===== src/hw/rtl/chte_pkg.sv =====
// ----------------------------------------------------------------------------
// chte_pkg
// Shared types and codes for the lower-envelope line store: request and
// response payloads, action and status codes, controller/datapath links.
// ----------------------------------------------------------------------------
package chte_pkg;

    localparam int VAL_W   = 33;          // stored slope/intercept width
    localparam int ENTRY_W = 2 * VAL_W;   // {slope, intercept}
    localparam int OP_W    = 35;          // multiplier operand width
    localparam int PROD_W  = 2 * OP_W;    // full product width
    localparam int SUM_W   = 66;          // line value width

    localparam logic [1:0] ACT_ADD  = 2'd0;
    localparam logic [1:0] ACT_MONO = 2'd1;
    localparam logic [1:0] ACT_ARB  = 2'd2;
    localparam logic [1:0] ACT_NONE = 2'd3;

    localparam logic [1:0] ST_OK    = 2'd0;
    localparam logic [1:0] ST_EMPTY = 2'd1;
    localparam logic [1:0] ST_DOM   = 2'd2;
    localparam logic [1:0] ST_FULL  = 2'd3;

    // read port address selection
    localparam logic [2:0] RD_NONE = 3'd0;
    localparam logic [2:0] RD_TOP  = 3'd1;
    localparam logic [2:0] RD_POP  = 3'd2;
    localparam logic [2:0] RD_SCAN = 3'd3;
    localparam logic [2:0] RD_MID  = 3'd4;
    localparam logic [2:0] RD_FINS = 3'd5;
    localparam logic [2:0] RD_FINL = 3'd6;

    typedef struct packed {
        logic [1:0]         action;
        logic signed [31:0] line_slope;
        logic signed [31:0] line_intercept;
        logic signed [31:0] query_x;
    } req_t;

    typedef struct packed {
        logic signed [63:0] envelope_value;
        logic [1:0]         status;
    } rsp_t;

    typedef struct packed {
        logic       cap;
        logic [2:0] rd_sel;
        logic       push;
        logic       replace;
        logic       pop;
        logic       op_pop;
        logic       scan_clamp;
        logic       scan_inc;
        logic       bs_init;
        logic       bs_lo;
        logic       bs_hi;
        logic       set_val;
        logic       set_st;
        logic [1:0] st;
        logic       emit;
    } cmd_t;

    typedef struct packed {
        logic is_add;
        logic is_mono;
        logic is_arb;
        logic lc_zero;
        logic lc_ge3;
        logic full;
        logic top_eq;
        logic top_dom;
        logic bad;
        logic scan_lt;
        logic lo_lt;
        logic le;
        logic out_busy;
    } sts_t;

endpackage


===== src/hw/rtl/chte_ctrl.sv =====
// ----------------------------------------------------------------------------
// chte_ctrl
// Sequencer for insert, pop test, scan and binary-search queries.
// ----------------------------------------------------------------------------
module chte_ctrl (
    input  logic            clk,
    input  logic            rst_n,
    input  logic            req_valid,
    output logic            req_ready,
    input  chte_pkg::sts_t  sts,
    output chte_pkg::cmd_t  cmd
);

    localparam logic [3:0] S_IDLE   = 4'd0;
    localparam logic [3:0] S_DISP   = 4'd1;
    localparam logic [3:0] S_TOPCHK = 4'd2;
    localparam logic [3:0] S_POPRD  = 4'd3;
    localparam logic [3:0] S_POPOP  = 4'd4;
    localparam logic [3:0] S_POPMUL = 4'd5;
    localparam logic [3:0] S_POPCHK = 4'd6;
    localparam logic [3:0] S_MCHK   = 4'd7;
    localparam logic [3:0] S_BCHK   = 4'd8;
    localparam logic [3:0] S_QOP    = 4'd9;
    localparam logic [3:0] S_QMUL   = 4'd10;
    localparam logic [3:0] S_QSUM   = 4'd11;
    localparam logic [3:0] S_QCHK   = 4'd12;
    localparam logic [3:0] S_DONE   = 4'd13;

    logic [3:0] state_reg;
    logic [3:0] state_next;
    logic       fin_reg;
    logic       fin_next;

    assign req_ready = (state_reg == S_IDLE);

    always_comb
    begin
        state_next = state_reg;
        fin_next   = fin_reg;
        cmd        = '0;
        cmd.rd_sel = chte_pkg::RD_NONE;
        cmd.st     = chte_pkg::ST_OK;
        unique case (state_reg)
            S_IDLE:
            begin
                if (req_valid)
                begin
                    cmd.cap    = 1'b1;
                    fin_next   = 1'b0;
                    state_next = S_DISP;
                end
            end
            S_DISP:
            begin
                if (sts.is_add)
                begin
                    if (sts.lc_zero)
                    begin
                        cmd.push   = 1'b1;
                        state_next = S_POPRD;
                    end
                    else
                    begin
                        cmd.rd_sel = chte_pkg::RD_TOP;
                        state_next = S_TOPCHK;
                    end
                end
                else if (sts.is_mono || sts.is_arb)
                begin
                    if (sts.lc_zero)
                    begin
                        cmd.set_st = 1'b1;
                        cmd.st     = chte_pkg::ST_EMPTY;
                        state_next = S_DONE;
                    end
                    else if (sts.is_mono)
                    begin
                        cmd.scan_clamp = 1'b1;
                        state_next     = S_MCHK;
                    end
                    else
                    begin
                        cmd.bs_init = 1'b1;
                        state_next  = S_BCHK;
                    end
                end
                else
                begin
                    state_next = S_DONE;
                end
            end
            S_TOPCHK:
            begin
                if (sts.top_eq && sts.top_dom)
                begin
                    cmd.set_st = 1'b1;
                    cmd.st     = chte_pkg::ST_DOM;
                    state_next = S_DONE;
                end
                else if (sts.top_eq)
                begin
                    cmd.replace = 1'b1;
                    state_next  = S_POPRD;
                end
                else if (sts.full)
                begin
                    cmd.set_st = 1'b1;
                    cmd.st     = chte_pkg::ST_FULL;
                    state_next = S_DONE;
                end
                else
                begin
                    cmd.push   = 1'b1;
                    state_next = S_POPRD;
                end
            end
            S_POPRD:
            begin
                if (sts.lc_ge3)
                begin
                    cmd.rd_sel = chte_pkg::RD_POP;
                    state_next = S_POPOP;
                end
                else
                begin
                    state_next = S_DONE;
                end
            end
            S_POPOP:
            begin
                cmd.op_pop = 1'b1;
                state_next = S_POPMUL;
            end
            S_POPMUL:
            begin
                state_next = S_POPCHK;
            end
            S_POPCHK:
            begin
                if (sts.bad)
                begin
                    cmd.pop    = 1'b1;
                    state_next = S_POPRD;
                end
                else
                begin
                    state_next = S_DONE;
                end
            end
            S_MCHK:
            begin
                if (sts.scan_lt)
                begin
                    cmd.rd_sel = chte_pkg::RD_SCAN;
                end
                else
                begin
                    cmd.rd_sel = chte_pkg::RD_FINS;
                    fin_next   = 1'b1;
                end
                state_next = S_QOP;
            end
            S_BCHK:
            begin
                if (sts.lo_lt)
                begin
                    cmd.rd_sel = chte_pkg::RD_MID;
                end
                else
                begin
                    cmd.rd_sel = chte_pkg::RD_FINL;
                    fin_next   = 1'b1;
                end
                state_next = S_QOP;
            end
            S_QOP:
            begin
                state_next = S_QMUL;
            end
            S_QMUL:
            begin
                state_next = S_QSUM;
            end
            S_QSUM:
            begin
                state_next = S_QCHK;
            end
            S_QCHK:
            begin
                if (fin_reg)
                begin
                    cmd.set_val = 1'b1;
                    state_next  = S_DONE;
                end
                else if (sts.is_mono)
                begin
                    if (sts.le)
                    begin
                        cmd.scan_inc = 1'b1;
                        state_next   = S_MCHK;
                    end
                    else
                    begin
                        // current line wins: evaluate it as the answer
                        cmd.rd_sel = chte_pkg::RD_FINS;
                        fin_next   = 1'b1;
                        state_next = S_QOP;
                    end
                end
                else
                begin
                    cmd.bs_lo  = sts.le;
                    cmd.bs_hi  = !sts.le;
                    state_next = S_BCHK;
                end
            end
            S_DONE:
            begin
                if (!sts.out_busy)
                begin
                    cmd.emit   = 1'b1;
                    state_next = S_IDLE;
                end
            end
            default:
            begin
                state_next = S_IDLE;
            end
        endcase
    end

    always_ff @(posedge clk or negedge rst_n)
    begin
        if (!rst_n)
        begin
            state_reg <= S_IDLE;
            fin_reg   <= 1'b0;
        end
        else
        begin
            state_reg <= state_next;
            fin_reg   <= fin_next;
        end
    end

endmodule


===== config.mk =====
export PLATFORM = sky130hd
export DESIGN_NAME = chte_ctrl
export DESIGN_NICKNAME = d
export VERILOG_FILES = /design/src/hw/rtl/chte_pkg.sv /design/src/hw/rtl/chte_ctrl.sv
export SDC_FILE = /design/constraint.sdc
export NUM_CORES = 1
export LEC_CHECK = 0
export ABC_AREA = 1
export ABC_CLOCK_PERIOD_IN_PS = 1850
export BUFFER_PORTS_ARGS = -buffer_cell sky130_fd_sc_hd__buf_4
export CORE_MARGIN = 2
export CORE_UTILIZATION = 48
export CTS_CLUSTER_DIAMETER = 100
export CTS_CLUSTER_SIZE = 14
export DETAILED_ROUTE_END_ITERATION = 6
export PLACE_DENSITY = 0.84
export SYNTH_ARGS = -nofsm -noshare
export SYNTH_HDL_FRONTEND = slang
export SYNTH_SLANG_ARGS = --single-unit
export TNS_END_PERCENT = 10

===== constraint.sdc =====
create_clock -name clk -period 1.85 [get_ports clk]
set_input_delay 0.0925 -clock clk [delete_from_list [all_inputs] [get_ports clk]]
set_output_delay 0.0925 -clock clk [all_outputs]
set_load 0.005 [all_outputs]

# After elaboration in Yosys (flattened, before gate mapping)
# Cells that the tools add are included.
# classes
addsub,0
mul,0
div_mod_pow,0
n_lt_le_gt_ge,0
eq_ne,17
n_shift,0
mux,71
n_bitwise,0
reduce_logical,8
# ops
cell,n
$mux 4,14
$pmux 4 s13,1
$mux 1,35
$mux 3,11
$eq 4x4->1 const B,6
$eq 4x3->1 const B,4
$pmux 3 s5,1
$mux 2,6
$eq 4x2->1 const B,2
$ne 2x2->1 const B,4
$pmux 3 s2,1
$eq 4x1->1 const B,1
$logic_not 4->1,1
$pmux 1 s4,1
$reduce_and 4->1,1
$reduce_bool 4->1,1
$pmux 1 s2,1
$reduce_and 2->1,1
$reduce_or 2->1,1
$logic_and 1x1->1,1
$logic_not 1->1,1
$logic_or 1x1->1,1
# word_totals
ff_bits,5
latchBits,0
ram_bits,0
romBits,0
inputBits,16
output_inout_bits,19
n_memories,0

# Depth between registers and ports, before layout
# Gate-level depths: netlist of run 1.
# depth
ltp_word,5
ltp_mapped,8
ltp_nobuf,8

# Worst setup path before layout of run 1
# OpenSTA, ideal clock, no wires.
# synth_timing
kind,register to output
start,reg state_reg[2]
end,out cmd[1] in the netlist's numbering
t_arrival_ns,1.077
required_ns,1.757
slack_ns,0.680
path_stages_with_launch,6
n_path_buf,0
path_cell_list,dfrtp_1 > nor2_1 > nand2_2 > nor2_2 > o211ai_1 > nand2_1
# synth_rtl
element,line_no,rtl
from (decl),chte_ctrl.sv:29,logic [3:0] state_reg;
from (signal assigned),chte_ctrl.sv:241,state_reg <= state_next;
to (decl),chte_ctrl.sv:11,output chte_pkg::cmd_t cmd

==> flow_summary.toml, run 1 <==
[outcome]
status = "completed"

[timing]
max_freq_mhz = 578
slew_headroom = 0.814
skew_ps = 2.10
drv_slew = 0
min_period_ps = 1730
fin_tns_setup_ps = 0
setup_viol = 0
hold_viol = 0
worst_slew_pin_slew_ps = 278
period_share = 0.935
grt_setup_unrepaired = "false"

[clock_tree]
clk_path_buf_depth = 2
ctsHtreeMaxLevel = 1
clk-insertion-delay-late_ps = 260
clk_pin_slew_ps = 50
cts.sinks = 5
cts_root_buf = "clkbuf_4"
post_cts_buffers = 0
cts_tree = "done"
cts_buffers = 3

[final_layout]
multi_input_area_sq_um = 487
final_common_cell = "nand2_1"
final_cell_mix = "35 x nand2_1, 34 x buf_4, 22 x inv_1"
regArea_sq_um = 125
synthToLayoutAreaGrowth_pct = 45.1
largest_register_ffs = 4
layout-drive-gt1-share = 0.306
antennaDiodeCount = 0
fin_cells = 185
nNetsFinal = 187
fillCellCount = 123

[power]
p_sw_uw = 661
p_leak_uw = 0.000619
power_frac_comb = 0.680
clkPwrFrac = 0.114
intPower_uw = 586
sequentialPowerShare = 0.206
peakVddDrop_v = 0.000734
swShare = 0.530
p_total_uw = 1250
powerDensity_nw_per_um2 = 1240

[drt]
drtIter0Drc = 31
first_pass_iters = 4
drc = 0
wire_per_inst_um = 11.6
via_per_inst = 5.42
num_vias = 1002
ant_nets = 0
drt_wl_total_um = 2150

[worst_setup_path]
worstSetupPathType = "flip-flop to output port"
worstSetupStartpointType = "flip-flop"
worstPathRequired_ps = 1760
critPathCaptureType = "output port"
path_max_fanout = 7
worstPathArrival_ps = 1640

[placement]
gp_congestion = 0.910
portBuffers = 34
placedCellCount = 180
dpl.hpwl_um = 1690

[yosys]
seq_area_frac_synth = 0.180
syn_inst = 131
syn_area_per_cell_sq_um = 5.31
ys_types = 19
ys_ff_latch = 5
synth_area_sq_um = 696
ys.warnings.count = 0
synth_nets = 147

[floorplanning]
core-area_sq_um = 1330
die_h_um = 42.1
start_util = 0.522
ios = 35
rows = 13
dieWidth_um = 42.1
dieArea_sq_um = 1770

[global_route]
overflow = 0
grt_util_all_layers = 0.259
antenna_found_initial = 0
grt_first_pass_wirelength_um = 3550
grt_start_max_net_pins = 8
grt_pass1_vias = 875

[worst_hold_path]
min_path_type = "primary input to asynchronous set/reset pin"

[run]
max-cap-violations = 0
==> cell families after synthesis <==
kind of cell,after synthesis,synth area share
simple gates,92,0.592
buf+inv,23,0.124
compound gates,11,0.104
flops,5,0.180
==> Yosys cell counts, drive strengths merged <==
master  number  area, sq um
o21ai        1         5.00
inv         23         86.3
nand2       40          163
nor3         4         20.0
or2          2         12.5
nand4        2         12.5
a21boi       1         7.51
nor2        25          104
o32ai        1         8.76
nor4         1         6.26
and2         1         8.76
o221ai       1         8.76
a21oi        4         20.0
o211ai       3         22.5
dfrtp        5          125
nand3       17         85.1
==> per-layer routing <==
metal | vias to the layer above | routed length [um] | track usage
li1 | 498 | - | -
met1 | 452 | 942 | 0.323
met2 | 44 | 1000 | 0.406
met3 | 8 | 138 | 0.0603
met4 | 0 | 71 | 0.150
met5 | - | 0 | 0
==> final cells by class <==
class | instances | area share
well taps | 15 | 0.0186
multi-input cells | 103 | 0.482
inverters | 23 | 0.0855
repair buffers | 35 | 0.263
clock inverters | 1 | 0.00496
clock buffers | 3 | 0.0223
flip-flops and latches | 5 | 0.124
==> worst paths after layout <==
check                                  start      endpoint  cells after the start  slack [ps]
worst min register to register       fin_reg       fin_reg                      2         550
worst max-delay path            state_reg[0]       cmd[14]                      6         120
max in group asynchronous              rst_n       fin_reg                      2        1570
min in group clk                     sts[10]  state_reg[2]                      4         180
worst max register to register  state_reg[3]  state_reg[3]                      7         470
worst min-delay path                   rst_n  state_reg[1]                      2         170
==> repair_timing <==
item / in CTS / in global routing
gates resized for setup: 0 / 1
endpoints found under the hold margin: 5 / 0
endpoints found under the setup margin: 0 / 2
hold buffers: 1 / 0
==> power groups by stage <==
stage	clock network [uW]	logic (uW)	registers, uW
detailed placement	0	832	249
global route	157	958	271
finish	142	848	257
floorplan	0	577	232
global placement	0	816	250
CTS	145	838	248
==> worst max-delay path, stage by stage, from the launching register on <==
cell	delay, ps
dfrtp_1	450
nor2_2	290
nand2_2	170
inv_2	100
nand4_1	110
o211ai_1	110
buf_4	140
==> stage by stage <==
stage / hold slack, ps / util / setup WS, ps / area [sq um]
floorplan: -203 / - / 680 / 696
global placement: -104 / 0.727 / 403 / 970
detailed placement: -103 / 0.727 / 404 / 970
CTS: 159 / 0.755 / 123 / 1010
global route: 177 / 0.757 / 2.22 / 1010
finish: 174 / 0.757 / 119 / 1010
Power figures use the tool's default switching activity.
==> run 2: changes to the inputs <==
Settings changed: BUFFER_PORTS_ARGS -buffer_cell sky130_fd_sc_hd__buf_4 to default, CORE_AREA from default to 2 2 39 41, CORE_MARGIN 2 to default, CORE_UTILIZATION 48 to default, DIE_AREA from default to 0 0 41 43, DONT_BUFFER_PORTS from default to 1, PLACE_DENSITY 0.84 to 0.67.
==> flow_summary.toml, run 2 (same netlist as run 1, synthesis figures left out) <==
[outcome]
status = "completed"

[timing]
min_period_ps = 1670
grt_setup_unrepaired = "false"
setup_viol = 0
fin_tns_setup_ps = 0
worst_slew_pin_slew_ps = 386
hold_viol = 0
slew_headroom = 0.742
period_share = 0.902
skew_ps = 1.93
max_freq_mhz = 599
drv_slew = 0

[floorplanning]
rows = 14
ios = 35
dieArea_sq_um = 1760
core-area_sq_um = 1380
start_util = 0.503
die_h_um = 43
dieWidth_um = 41

[clock_tree]
clk_path_buf_depth = 2
cts_buffers = 3
cts_root_buf = "clkbuf_4"
ctsHoldBuffers = 1
ctsHtreeMaxLevel = 1
cts.sinks = 5
clk_pin_slew_ps = 40
cts_tree = "done"
post_cts_buffers = 0
clk-insertion-delay-late_ps = 250
postCtsResizedCells = 0

[global_route]
overflow = 0
grt_util_all_layers = 0.229
antenna_found_initial = 0
grt_pass1_vias = 760
grt_first_pass_wirelength_um = 2820
grt_start_max_net_pins = 8

[final_layout]
nNetsFinal = 153
final_common_cell = "nand2_1"
fin_util = 0.543
largest_register_ffs = 4
layout-drive-gt1-share = 0.118
synthToLayoutAreaGrowth_pct = 8.09
antennaDiodeCount = 0
fin_cells = 152
fillCellCount = 154
final_cell_mix = "35 x nand2_1, 22 x inv_1, 21 x nor2_1"

[drt]
ant_nets = 0
drtIter0Drc = 32
drc = 0
num_vias = 858
first_pass_iters = 5
drt_wl_total_um = 1850
via_per_inst = 5.64
wire_per_inst_um = 12.2

[worst_setup_path]
critPathCaptureType = "output port"
worstSetupStartpointType = "flip-flop"
cp_slowest_stage_delay_ps = 440
cp_cell_sequence = "nor2_1 -> nand2_2 -> nor2_2 -> o211ai_1 -> nand2_1"
crit_family = "simple AND/OR/NAND/NOR gates"
worstPathArrival_ps = 1580
crit_buf_inv = 0
path_max_fanout = 6
cp_slowest_cell = "dfrtp_1"
worstPathRequired_ps = 1760
worstSetupPathType = "flip-flop to output port"

[power]
powerDensity_nw_per_um2 = 1460
p_leak_uw = 0.000442
p_total_uw = 1100
peakVddDrop_v = 0.000528

[run]
max-cap-violations = 0

[placement]
dpl.hpwl_um = 1530
portBuffers = 0
placedCellCount = 147
gp_congestion = 0.800

[worst_hold_path]
min_path_type = "primary input to flip-flop"
-- run 2: area by class of cell --
cell class	count	area [sq um]	share of cell area
multi-input combinational	103	484	0.644
timing repair buffer	1	10.0	0.0133
clock buffer	4	26.3	0.0349
sequential	5	125	0.166
inverter	23	86.3	0.115
tap	16	20.0	0.0266
-- run 2: worst reg2reg max path, stage by stage, from the launching register on --
cell,delay (ps)
dfrtp_1,440
inv_1,110
nand2_1,80
nor2_1,230
nand3_1,220
nand2_1,120
nor2_1,40
nand3_1,70
-- run 2: final timing paths --
path,startpoint,end,slack (ps),cells after the start
max reg2reg,state_reg[2],state_reg[3],470,7
min in group asynchronous,rst_n,state_reg[1],130,1
min reg2reg,fin_reg,fin_reg,580,2
max in group asynchronous,rst_n,fin_reg,1530,1
max,state_reg[2],cmd[3],180,5
min,sts[10],state_reg[2],90,3
-- run 2: metal layers --
metal  GRT usage  share of wire  up-vias
met4      0.0733         0.0070        0
met1       0.270           0.42      388
met3      0.0366          0.082        2
met5           0              0        -
met2       0.394           0.49       42
li1            -              -      426
-- run 2: metrics by stage --
step           hold WS, ps  instance area [sq um]  setup WS [ps]
2_1_floorplan         -203                    696            680
3_3_place_gp          -203                    716            503
3_5_place_dp          -203                    716            478
4_1_cts               84.7                    752            213
5_1_grt               91.1                    752           94.4
6_report              85.9                    752            181
-- run 2: where the power goes --
part,internal (uW),switching [uW]
Clock,81.7,47.2
Combinational,235,483
Sequential,169,82.2
